**src/hdl/dqu_pkg.sv**
```systemverilog
// Shared types and constants of the double-ended queue unit.
`default_nettype none

package dqu_pkg;

    // Field widths of one input item and one result item
    localparam int unsigned MODE_W     = 3;
    localparam int unsigned VALUE_W    = 32;
    localparam int unsigned COUNT_W    = 5;
    localparam int unsigned STATUS_W   = 2;
    localparam int unsigned IN_TDATA_W  = 40;
    localparam int unsigned OUT_TDATA_W = 72;

    // Operation codes
    localparam logic [MODE_W-1:0] MODE_PEEK       = 3'd0;
    localparam logic [MODE_W-1:0] MODE_PUSH_FRONT = 3'd1;
    localparam logic [MODE_W-1:0] MODE_PUSH_REAR  = 3'd2;
    localparam logic [MODE_W-1:0] MODE_POP_FRONT  = 3'd3;
    localparam logic [MODE_W-1:0] MODE_POP_REAR   = 3'd4;

    // Status codes
    localparam logic [STATUS_W-1:0] STATUS_OK        = 2'd0;
    localparam logic [STATUS_W-1:0] STATUS_UNDERFLOW = 2'd1;
    localparam logic [STATUS_W-1:0] STATUS_OVERFLOW  = 2'd2;

    // Commands from the controller to the datapath
    typedef struct packed {
        logic op_en;   // apply the accepted operation to the deque state
        logic rd_en;   // read front and rear entries from the store
    } dqu_cmd_t;

endpackage

`default_nettype wire

```
**src/hdl/dqu_ram.sv**
```systemverilog
// Generic RAM: one write port, two read ports, registered read data.
`default_nettype none

module dqu_ram #(
    parameter int unsigned WIDTH = 32,
    parameter int unsigned DEPTH = 16
) (
    input  wire logic                     aclk,
    input  wire logic                     wr_en,
    input  wire logic [$clog2(DEPTH)-1:0] wr_addr,
    input  wire logic [WIDTH-1:0]         wr_data,
    input  wire logic                     rd_en,
    input  wire logic [$clog2(DEPTH)-1:0] rd_addr_a,
    input  wire logic [$clog2(DEPTH)-1:0] rd_addr_b,
    output logic      [WIDTH-1:0]         rd_data_a,
    output logic      [WIDTH-1:0]         rd_data_b
);

    logic [WIDTH-1:0] mem [DEPTH];

    // Write port
    always_ff @(posedge aclk) begin
        if (wr_en) begin
            mem[wr_addr] <= wr_data;
        end
    end

    // Two read ports, data held until the next read
    always_ff @(posedge aclk) begin
        if (rd_en) begin
            rd_data_a <= mem[rd_addr_a];
            rd_data_b <= mem[rd_addr_b];
        end
    end

endmodule

`default_nettype wire

```
**src/hdl/dqu_datapath.sv**
```systemverilog
// Deque datapath: index and count registers, entry store and result fields.
`default_nettype none

module dqu_datapath #(
    parameter int unsigned DEPTH = 16
) (
    input  wire logic                              aclk,
    input  wire logic                              aresetn,
    input  wire dqu_pkg::dqu_cmd_t                 cmd,
    input  wire logic [dqu_pkg::MODE_W-1:0]        mode,
    input  wire logic signed [dqu_pkg::VALUE_W-1:0] push_value,
    output logic signed [dqu_pkg::VALUE_W-1:0]     front_value,
    output logic signed [dqu_pkg::VALUE_W-1:0]     rear_value,
    output logic                                   empty_flag,
    output logic [dqu_pkg::COUNT_W-1:0]            entry_count,
    output logic [dqu_pkg::STATUS_W-1:0]           status
);

    localparam int unsigned IW = $clog2(DEPTH);
    localparam int unsigned CW = $clog2(DEPTH + 1);

    logic [IW-1:0] front_reg, front_next;
    logic [IW-1:0] rear_reg, rear_next;
    logic [CW-1:0] count_reg, count_next;
    logic [dqu_pkg::STATUS_W-1:0] status_reg, status_next;

    logic                        wr_en;
    logic [IW-1:0]               wr_addr;
    logic [dqu_pkg::VALUE_W-1:0] rd_data_a;
    logic [dqu_pkg::VALUE_W-1:0] rd_data_b;
    logic                        full;
    logic                        empty;
    logic [CW+4:0]               count_ext;

    // Circular slot stepping
    function automatic logic [IW-1:0] slot_next(input logic [IW-1:0] idx);
        slot_next = (idx == IW'(DEPTH - 1)) ? '0 : idx + IW'(1);
    endfunction

    function automatic logic [IW-1:0] slot_prev(input logic [IW-1:0] idx);
        slot_prev = (idx == '0) ? IW'(DEPTH - 1) : idx - IW'(1);
    endfunction

    assign full  = (count_reg == CW'(DEPTH));
    assign empty = (count_reg == '0);

    // Next state of indices and count for the operation at hand
    always_comb begin
        front_next  = front_reg;
        rear_next   = rear_reg;
        count_next  = count_reg;
        status_next = dqu_pkg::STATUS_OK;
        wr_en       = 1'b0;
        wr_addr     = front_reg;
        case (mode)
            dqu_pkg::MODE_PUSH_FRONT, dqu_pkg::MODE_PUSH_REAR: begin
                if (full) begin
                    status_next = dqu_pkg::STATUS_OVERFLOW;
                end else if (empty) begin
                    wr_en      = 1'b1;
                    wr_addr    = front_reg;
                    rear_next  = front_reg;
                    count_next = CW'(1);
                end else if (mode == dqu_pkg::MODE_PUSH_FRONT) begin
                    wr_en      = 1'b1;
                    front_next = slot_prev(front_reg);
                    wr_addr    = front_next;
                    count_next = count_reg + CW'(1);
                end else begin
                    wr_en      = 1'b1;
                    rear_next  = slot_next(rear_reg);
                    wr_addr    = rear_next;
                    count_next = count_reg + CW'(1);
                end
            end
            dqu_pkg::MODE_POP_FRONT, dqu_pkg::MODE_POP_REAR: begin
                if (empty) begin
                    status_next = dqu_pkg::STATUS_UNDERFLOW;
                end else begin
                    count_next = count_reg - CW'(1);
                    if (count_reg == CW'(1)) begin
                        rear_next = front_reg;
                    end else if (mode == dqu_pkg::MODE_POP_FRONT) begin
                        front_next = slot_next(front_reg);
                    end else begin
                        rear_next = slot_prev(rear_reg);
                    end
                end
            end
            default: begin
                // peek and unused codes leave the state alone
                status_next = dqu_pkg::STATUS_OK;
            end
        endcase
    end

    // State registers
    always_ff @(posedge aclk) begin
        if (!aresetn) begin
            front_reg  <= '0;
            rear_reg   <= '0;
            count_reg  <= '0;
            status_reg <= dqu_pkg::STATUS_OK;
        end else if (cmd.op_en) begin
            front_reg  <= front_next;
            rear_reg   <= rear_next;
            count_reg  <= count_next;
            status_reg <= status_next;
        end
    end

    // Entry store
    dqu_ram #(
        .WIDTH (dqu_pkg::VALUE_W),
        .DEPTH (DEPTH)
    ) u_store (
        .aclk      (aclk),
        .wr_en     (cmd.op_en & wr_en),
        .wr_addr   (wr_addr),
        .wr_data   (push_value),
        .rd_en     (cmd.rd_en),
        .rd_addr_a (front_reg),
        .rd_addr_b (rear_reg),
        .rd_data_a (rd_data_a),
        .rd_data_b (rd_data_b)
    );

    // Result fields; count keeps its low bits only
    assign count_ext   = {5'b0, count_reg};
    assign entry_count = count_ext[dqu_pkg::COUNT_W-1:0];
    assign empty_flag  = empty;
    assign status      = status_reg;
    assign front_value = empty ? '0 : rd_data_a;
    assign rear_value  = empty ? '0 : rd_data_b;

endmodule

`default_nettype wire

```
**src/hdl/dqu_ctrl.sv**
```systemverilog
// Deque controller: sequences accept, store read and result hand-off.
`default_nettype none

module dqu_ctrl (
    input  wire logic         aclk,
    input  wire logic         aresetn,
    input  wire logic         s_tvalid,
    output logic              s_tready,
    output logic              m_tvalid,
    input  wire logic         m_tready,
    output dqu_pkg::dqu_cmd_t cmd
);

    typedef enum logic [1:0] {
        ST_IDLE,
        ST_READ,
        ST_RESULT
    } state_t;

    state_t state_reg;
    logic   s_tready_reg;
    logic   m_tvalid_reg;

    // State and handshake registers
    always_ff @(posedge aclk) begin
        if (!aresetn) begin
            state_reg    <= ST_IDLE;
            s_tready_reg <= 1'b0;
            m_tvalid_reg <= 1'b0;
        end else begin
            case (state_reg)
                ST_IDLE: begin
                    if (s_tready_reg && s_tvalid) begin
                        state_reg    <= ST_READ;
                        s_tready_reg <= 1'b0;
                    end else begin
                        s_tready_reg <= 1'b1;
                    end
                end
                ST_READ: begin
                    state_reg    <= ST_RESULT;
                    m_tvalid_reg <= 1'b1;
                end
                ST_RESULT: begin
                    if (m_tready) begin
                        state_reg    <= ST_IDLE;
                        m_tvalid_reg <= 1'b0;
                        s_tready_reg <= 1'b1;
                    end
                end
                default: begin
                    state_reg    <= ST_IDLE;
                    s_tready_reg <= 1'b0;
                    m_tvalid_reg <= 1'b0;
                end
            endcase
        end
    end

    assign s_tready  = s_tready_reg;
    assign m_tvalid  = m_tvalid_reg;
    assign cmd.op_en = s_tvalid & s_tready_reg;
    assign cmd.rd_en = (state_reg == ST_READ);

endmodule

`default_nettype wire

```
**src/hdl/double_ended_queue_unit.sv**
```systemverilog
// Bounded deque of signed 32-bit words, one operation per input item.
// Sequence: the accepted item updates the state and writes the store, then front
// and rear are read from the entry store (registered), then the result is offered.
// A new item is accepted only after the result of the last one has been taken, as
// set by the write-then-read sequence on the single entry store.
// Reset: synchronous active-low aresetn empties the deque; the store is not cleared.
`default_nettype none

module double_ended_queue_unit #(
    parameter int unsigned DEPTH = 16
) (
    input  wire logic                              aclk,
    input  wire logic                              aresetn,
    input  wire logic                              s_tvalid,
    output logic                                   s_tready,
    // [2:0] mode, [34:3] push_value, [39:35] zero
    input  wire logic [dqu_pkg::IN_TDATA_W-1:0]    s_tdata,
    output logic                                   m_tvalid,
    input  wire logic                              m_tready,
    // [31:0] front_value, [63:32] rear_value, [64] empty_flag,
    // [69:65] entry_count, [71:70] status
    output logic [dqu_pkg::OUT_TDATA_W-1:0]        m_tdata
);

    dqu_pkg::dqu_cmd_t                     cmd;
    logic signed [dqu_pkg::VALUE_W-1:0]    front_value;
    logic signed [dqu_pkg::VALUE_W-1:0]    rear_value;
    logic                                  empty_flag;
    logic [dqu_pkg::COUNT_W-1:0]           entry_count;
    logic [dqu_pkg::STATUS_W-1:0]          status;

    dqu_ctrl u_ctrl (
        .aclk     (aclk),
        .aresetn  (aresetn),
        .s_tvalid (s_tvalid),
        .s_tready (s_tready),
        .m_tvalid (m_tvalid),
        .m_tready (m_tready),
        .cmd      (cmd)
    );

    dqu_datapath #(
        .DEPTH (DEPTH)
    ) u_datapath (
        .aclk        (aclk),
        .aresetn     (aresetn),
        .cmd         (cmd),
        .mode        (s_tdata[2:0]),
        .push_value  (s_tdata[34:3]),
        .front_value (front_value),
        .rear_value  (rear_value),
        .empty_flag  (empty_flag),
        .entry_count (entry_count),
        .status      (status)
    );

    assign m_tdata = {status, entry_count, empty_flag, rear_value, front_value};

    // Never ready for a new item while a result is on offer
    a_no_overlap: assert property (@(posedge aclk) disable iff (!aresetn)
        !(s_tready && m_tvalid))
        else $error("input ready while result pending");

    // An accepted item yields its result once the store read state has passed
    a_result_timing: assert property (@(posedge aclk) disable iff (!aresetn)
        (s_tvalid && s_tready) |=> (!m_tvalid && !s_tready) ##1 m_tvalid)
        else $error("result not presented on time");

    // Underflow only ever reported with an empty deque
    a_underflow_empty: assert property (@(posedge aclk) disable iff (!aresetn)
        (m_tvalid && (m_tdata[71:70] == dqu_pkg::STATUS_UNDERFLOW)) |-> m_tdata[64])
        else $error("underflow reported on non-empty deque");

endmodule

`default_nettype wire

```
**config.mk**
```make
export PLATFORM = sky130hd
export DESIGN_NAME = double_ended_queue_unit
export DESIGN_NICKNAME = d
export VERILOG_FILES = /design/src/hdl/dqu_pkg.sv /design/src/hdl/dqu_ram.sv /design/src/hdl/dqu_datapath.sv /design/src/hdl/dqu_ctrl.sv /design/src/hdl/double_ended_queue_unit.sv
export SDC_FILE = /design/constraint.sdc
export NUM_CORES = 1
export LEC_CHECK = 0
export BUFFER_PORTS_ARGS = -buffer_cell sky130_fd_sc_hd__buf_2
export CORE_MARGIN = 1.5
export CORE_UTILIZATION = 55
export DETAILED_ROUTE_END_ITERATION = 16
export PLACE_DENSITY = 0.72
export SYNTH_ARGS = -nofsm -noshare
export SYNTH_HDL_FRONTEND = slang
export SYNTH_SLANG_ARGS = --single-unit
```
**constraint.sdc**
```tcl
create_clock -name aclk -period 6.2 [get_ports aclk]
set_input_delay 0.31 -clock aclk [delete_from_list [all_inputs] [get_ports aclk]]
set_output_delay 0.31 -clock aclk [all_outputs]
set_load 0.005 [all_outputs]
```
Word level (Yosys, flattened, before mapping)
Memories as Yosys holds them, arrays and structs flattened. A register that Yosys moved wholly into a read port is not among the register bits.
Index checks and enable logic that the tools add are counted.
Widths: inputs -> output; s select.
{"block": "word_totals", "reg_bits": 19, "ramBits": 512, "inputBits": 44, "out_inout_bits": 74, "n_memories": 1}
{"block": "classes", "add_sub_neg": 6, "eq_ne": 20, "mux": 43, "bitwise_logic": 4, "n_reduce_logical": 14}
{"name": "u_datapath.u_store.mem", "depth": 16, "word_bits": 32, "rd": 2, "rd_clocked_by_memory_dff": 2, "wr": 1, "line": "dqu_ram.sv:19", "text": "logic [WIDTH-1:0] mem [DEPTH];"}
{"cell": "$mux 4", "n": 20}
{"cell": "$mux 32", "n": 2}
{"cell": "$pmux 4 s2", "n": 2}
{"cell": "$mux 5", "n": 3}
{"cell": "$ne 2x2->1 const B", "n": 5}
{"cell": "$pmux 5 s2", "n": 1}
{"cell": "$add 4x1->4 const B", "n": 2}
{"cell": "$eq 4x4->1 const B", "n": 2}
{"cell": "$logic_not 4->1", "n": 2}
{"cell": "$mux 1", "n": 8}
{"cell": "$reduce_and 8->1", "n": 1}
{"cell": "$sub 4x1->4 const B", "n": 2}
{"cell": "$eq 3x2->1 const B", "n": 2}
{"cell": "$mux 2", "n": 3}
{"cell": "$ne 2x1->1 const B", "n": 3}
{"cell": "$ne 3x2->1 const B", "n": 2}
{"cell": "$pmux 1 s3", "n": 2}
{"cell": "$pmux 2 s3", "n": 1}
{"cell": "$reduce_and 2->1", "n": 3}
{"cell": "$reduce_and 6->1", "n": 1}
{"cell": "$add 5x1->5 const B", "n": 1}
{"cell": "$eq 5x1->1 const B", "n": 1}
{"cell": "$eq 5x5->1 const B", "n": 1}
{"cell": "$logic_not 5->1", "n": 1}
{"cell": "other kinds (13)", "n": 16}

Longest topological paths before layout
{"block": "logic_depth", "ltp_word": 6, "ltp_mapped": 10}

Modules after synthesis
From an unflattened synthesis, not the netlist that was laid out.
{"block": "unflattened", "cells_unflattened": 1413, "area_unflattened_um2": 26898.3}
{"module": "dqu_ram", "n_inst": 1, "cells_per_inst": 1141, "area_each_um2": 24843.8}
{"module": "dqu_datapath", "n_inst": 1, "cells_per_inst": 252, "area_each_um2": 1885.6}
{"module": "dqu_ctrl", "n_inst": 1, "cells_per_inst": 19, "area_each_um2": 161.4}
{"module": "double_ended_queue_unit", "n_inst": 1, "cells_per_inst": 1, "area_each_um2": 7.5}

Worst setup path before layout
No wires, ideal clock.
{"block": "synth_timing", "kind": "reg2reg", "start": "register u_datapath.front_reg[0]", "end": "memory u_datapath.u_store.mem[2][0], enable pin", "arrival_ps": 4311, "required_time_ps": 5739, "setup_slack_ps": 1428, "path_stages_with_launch": 10, "path_buffers": 2, "synth_period_minus_slack_ps": 4772, "cell_sequence": "dfxtp_1 clkbuf_1 clkbuf_1 inv_1 ha_1 o21bai_1 a211oi_1 a211oi_2 a21o_1 nor3_1"}
{"block": "synth_via", "elab_chain_len": 6, "elab_cells_between_ends": 7, "cone_classes": "add/sub (1); mux (5); reduce/logical (1)"}
{"element": "from (decl)", "line": "dqu_datapath.sv:22", "text": "logic [IW-1:0] front_reg, front_next;"}
{"element": "from (signal assigned)", "line": "dqu_datapath.sv:105", "text": "front_reg <= front_next;"}
{"element": "$sub 4x1->4 or $logic_not 4->1 (tied branches)", "line": "dqu_datapath.sv:41", "text": "slot_prev = (idx == '0) ? IW'(DEPTH - 1) : idx - IW'(1);"}
{"element": "$mux 4", "line": "dqu_datapath.sv:41"}
{"element": "$mux 4", "line": "dqu_datapath.sv:64", "text": "end else if (mode == dqu_pkg::MODE_PUSH_FRONT) begin"}
{"element": "$mux 4", "line": "dqu_datapath.sv:59", "text": "end else if (empty) begin"}
{"element": "$mux 4", "line": "dqu_datapath.sv:57", "text": "if (full) begin"}
{"element": "$mux 4 *", "line": "dqu_datapath.sv:55", "text": "case (mode)"}
{"element": "to (decl)", "line": "dqu_ram.sv:19"}
Every way passes the cells marked *; elsewhere a longest branch is shown, timed or not.

Worst setup path in the final report
{"block": "layout_timing", "start": "register u_datapath.front_reg[1]", "end": "memory u_datapath.u_store.mem[10][3], enable pin"}
Same word-level chain as after synthesis.

==> impl_table.tex <==
\begin{tabular}{lr}
\hline
Metric & Value \\
\hline
\multicolumn{2}{l}{\textbf{Worst setup path}} \\
\quad Critical path data required time & 6460 ps \\
\quad Launching element type of the critical path & flop \\
\quad Type of the worst setup path & reg2reg \\
\quad Largest driver fanout on the critical path & 54 \\
\quad CP Data Arrival Time & $\sim$4700 ps \\
\quad Nature of the critical path endpoint & flop \\
\multicolumn{2}{l}{\textbf{Timing}} \\
\quad Setup repair after global routing missed its margin & false \\
\quad Max Clock Skew & 21.9 ps \\
\quad Max-Slew Margin vs Limit & 0.208 \\
\quad Fin crit period & 4400 ps \\
\quad Final count of pins violating max slew & 0 \\
\quad Hold violation total from the final report & 0 \\
\quad Transition time at the pin with the least slew margin & 1180 ps \\
\quad Worst-case setup margin in the final layout & $\sim$1800 ps \\
\quad Final critical-path share of the clock period & 0.709 \\
\quad Summed negative setup slack over all endpoints & 0 ps \\
\quad Peak Freq & 227 MHz \\
\quad Setup violation total in the final timing report & 0 \\
\multicolumn{2}{l}{\textbf{Die}} \\
\quad Die span in y & 226 um \\
\quad Initial core utilization & 0.557 \\
\quad Number of rows in the core area & 81 \\
\quad DIE WIDTH & 226 um \\
\quad Number of ports placed on the die boundary & 118 \\
\quad Full die area & 51000 um2 \\
\quad Area of the core & 49000 um2 \\
\multicolumn{2}{l}{\textbf{Place}} \\
\quad HPWL after detailed placement & 34.4 mm \\
\quad GP Congestion & 0.838 \\
\quad Cell area reported after detailed placement & 28600 um2 \\
\quad Pre-CTS setup slack & about 1800 ps \\
\quad Inst Count DP & 2122 \\
\quad Count of port buffers added during placement & 112 \\
\multicolumn{2}{l}{\textbf{Final layout}} \\
\quad Synth-to-Final Area Change & 11.8\% \\
\quad Non-filler instance count after layout & roughly 2200 \\
\quad Final standard cell area without fillers & 30500 um2 \\
\quad Most flops, register & u\_datapath.u\_store.mem \\
\quad Flip-flop count of the largest register after layout & 512 \\
\quad Register Area & 17700 um2 \\
\quad Share of layout cells above drive strength 1 & 0.355 \\
\quad Fillers & 3349 \\
\quad Post-layout net count & roughly 1600 \\
\quad Area taken by multi-input logic gates & 9190 um2 \\
\quad Largest registers ranked by flip-flop count & u\_datapath.u\_store.mem x512, u\_datapath.u\_store.rd\_data\_a x32, u\_datapath.u\_store.rd\_data\_b x32 \\
\multicolumn{2}{l}{\textbf{Route}} \\
\quad Routed length per instance & 29.5 um \\
\quad Total iterations of the first detailed-routing run & 5 \\
\quad Number of nets still failing antenna checks after routing & 0 \\
\quad Wire length after detailed routing & between 60 and 70 mm \\
\quad Detailed-route via count & 15100 \\
\quad Number of violations reported at the end of detailed-routing iteration 0 & approximately 1800 \\
\quad Mean number of vias per cell & 6.76 \\
\quad Remaining DRCs & 0 \\
\multicolumn{2}{l}{\textbf{Clock network}} \\
\quad Register clock-pin slew on the reported worst setup and hold paths & 70 ps \\
\quad Maximum level of the CTS H-tree & 2 \\
\quad TritonCTS clock tree & yes \\
\quad Clock Latency Late Sink & 640 ps \\
\quad Clock sinks & about 600 \\
\quad Post-CTS setup repair buffer count & 0 \\
\quad Maximum number of buffers from clock root to sink & 3 \\
\quad Number of buffers created by CTS & 60 \\
\quad Clock root buffer & clkbuf\_16 \\
\multicolumn{2}{l}{\textbf{Yosys}} \\
\quad Number of nets produced by synthesis & 1470 \\
\quad Cell types occupying the most area after synthesis & edfxtp\_1 (63\%), mux4\_2 (24\%), and2\_1 (1.5\%), dfxtp\_1 (1.4\%), mux2i\_1 (1.2\%) \\
\quad Synth top area share & 0.634 \\
\quad Number of synthesized register bits & approximately 600 \\
\quad Cell taking the most area after synthesis & edfxtp\_1 \\
\quad Cells after Synth & $\sim$1400 \\
\quad Average size of a mapped cell & 19.3 um2 \\
\quad Async set or reset register ratio after synthesis & 0 \\
\quad Synthesis warning total & 0 \\
\quad Post-Synthesis Cell Area & roughly 27000 um2 \\
\quad Distinct cell type count of the synthesized netlist & 66 \\
\quad Part of the Yosys area used for sequential elements & 0.648 \\
\quad Prevailing post-synth register cell & edfxtp\_1 \\
\quad Number of synthesized flops with an enable pin & 576 \\
\multicolumn{2}{l}{\textbf{Job}} \\
\quad \# Max-Cap Violations & 0 \\
\multicolumn{2}{l}{\textbf{Global routing}} \\
\quad Number of global-route vias before repair & 15300 \\
\quad Grt ovf & 0 \\
\quad GR Util All Layers & 0.266 \\
\quad Antenna violations before repair & 5 \\
\quad Maximum number of pins on one net before global-route repair & 69 \\
\quad Global-route wire length before repair & a little under 100 mm \\
\multicolumn{2}{l}{\textbf{Power}} \\
\quad Post-layout power & around 8400 uW \\
\quad P per Cell Area & about 280 nW/um2 \\
\quad Static leakage & 0.00953 uW \\
\quad Peak supply drop & 0.196 mV \\
\multicolumn{2}{l}{\textbf{Hold path}} \\
\quad Hold Path Class & in2reg \\
\multicolumn{2}{l}{\textbf{Status}} \\
\quad Result of the run & completed \\
\hline
\end{tabular}
logic make-up (layout without fill, tap and decap cells):
group,count (synthesis),after routing,share of synthesized area
xor+xnor,4,4,0.00128
flops,595,595,0.648
simple gates,251,251,0.0491
compound gates,117,117,0.0288
buf+inv,119,270,0.0186
mux,322,322,0.250
other cells,0,2,0
fa+ha+maj,9,9,0.00413
worst paths after layout:
check,depth (start not counted),slack [ps],start,end
min,1,50,s_tdata[23],u_datapath.u_store.mem[14][20]$_DFFE_PP_
min reg2reg,2,450,u_datapath.status[0]$_SDFFE_PN0P_,u_datapath.status[0]$_SDFFE_PN0P_
max,4,1800,u_datapath.front_reg[1]$_SDFFE_PN0P_,u_datapath.u_store.mem[10][3]$_DFFE_PP_
max reg2reg,4,1800,u_datapath.front_reg[1]$_SDFFE_PN0P_,u_datapath.u_store.mem[10][3]$_DFFE_PP_
per-stage QoR:
stage	utilization	hold WS [ps]
2_1_floorplan	-	409
6_report	0.623	50.8
3_5_place_dp	0.584	443
3_3_place_gp	0.584	438
5_1_grt	0.623	57.7
4_1_cts	0.623	28.4
power by group:
group | switching (uW) | total, uW | internal [uW] | leakage [uW]
clock | 1520 | 3530 | 2000 | 0.000924
combinational | 227 | 400 | 173 | 0.00326
sequential | 31.6 | 4470 | 4440 | 0.00535
total | 1780 | 8390 | 6610 | 0.00953
critical path, cell delays in order, from the launching register on:
cell and delay [ps]:
dfxtp_4 900, buf_4 840, o211ai_1 550, nor3_2 1030, buf_4 650
Yosys cell counts (9+ instances only):
cell type / number
nor3_1: 16
nand2_1: 84
clkbuf_1: 61
mux4_2: 288
mux2i_1: 34
and3_1: 35
dfxtp_1: 19
and2_1: 65
o21ai_0: 9
ha_1: 9
a21oi_1: 46
edfxtp_1: 576
buf_2: 29
buf_1: 11
nor2_1: 15
inv_1: 10
cell usage in the layout, fill, tap and decap left out, types with 34 or more instances in the layout:
cell / n
a21oi_1: 46
and3_1: 34
mux4_2: 288
buf_4: 35
edfxtp_1: 576
buf_2: 112
clkbuf_16: 61
mux2i_1: 34
nand2_1: 84
and2_1: 65
routing by layer:
metal	vias to the layer above	GRT usage	wire length [um]
li1	6187	-	-
met1	7861	0.373	25700
met2	907	0.423	32000
met3	144	0.0494	6260
met4	6	0.0944	1860
met5	-	0	41
area by class of cell:
type,count,area share
clock buffers,73,0.0515
flip-flops and latches,595,0.580
well taps,664,0.0272
clock inverters,36,0.0104
diodes,2,0.000164
repair buffers,148,0.0273
multi-input cells,703,0.301
inverters,13,0.00164
repair_timing:
item                                   4_1_cts  5_1_grt
endpoints found under the hold margin        1        0
hold buffers                                 1        0
gates resized for setup                      0        0
No activity file was read; power rests on OpenSTA's default activity.
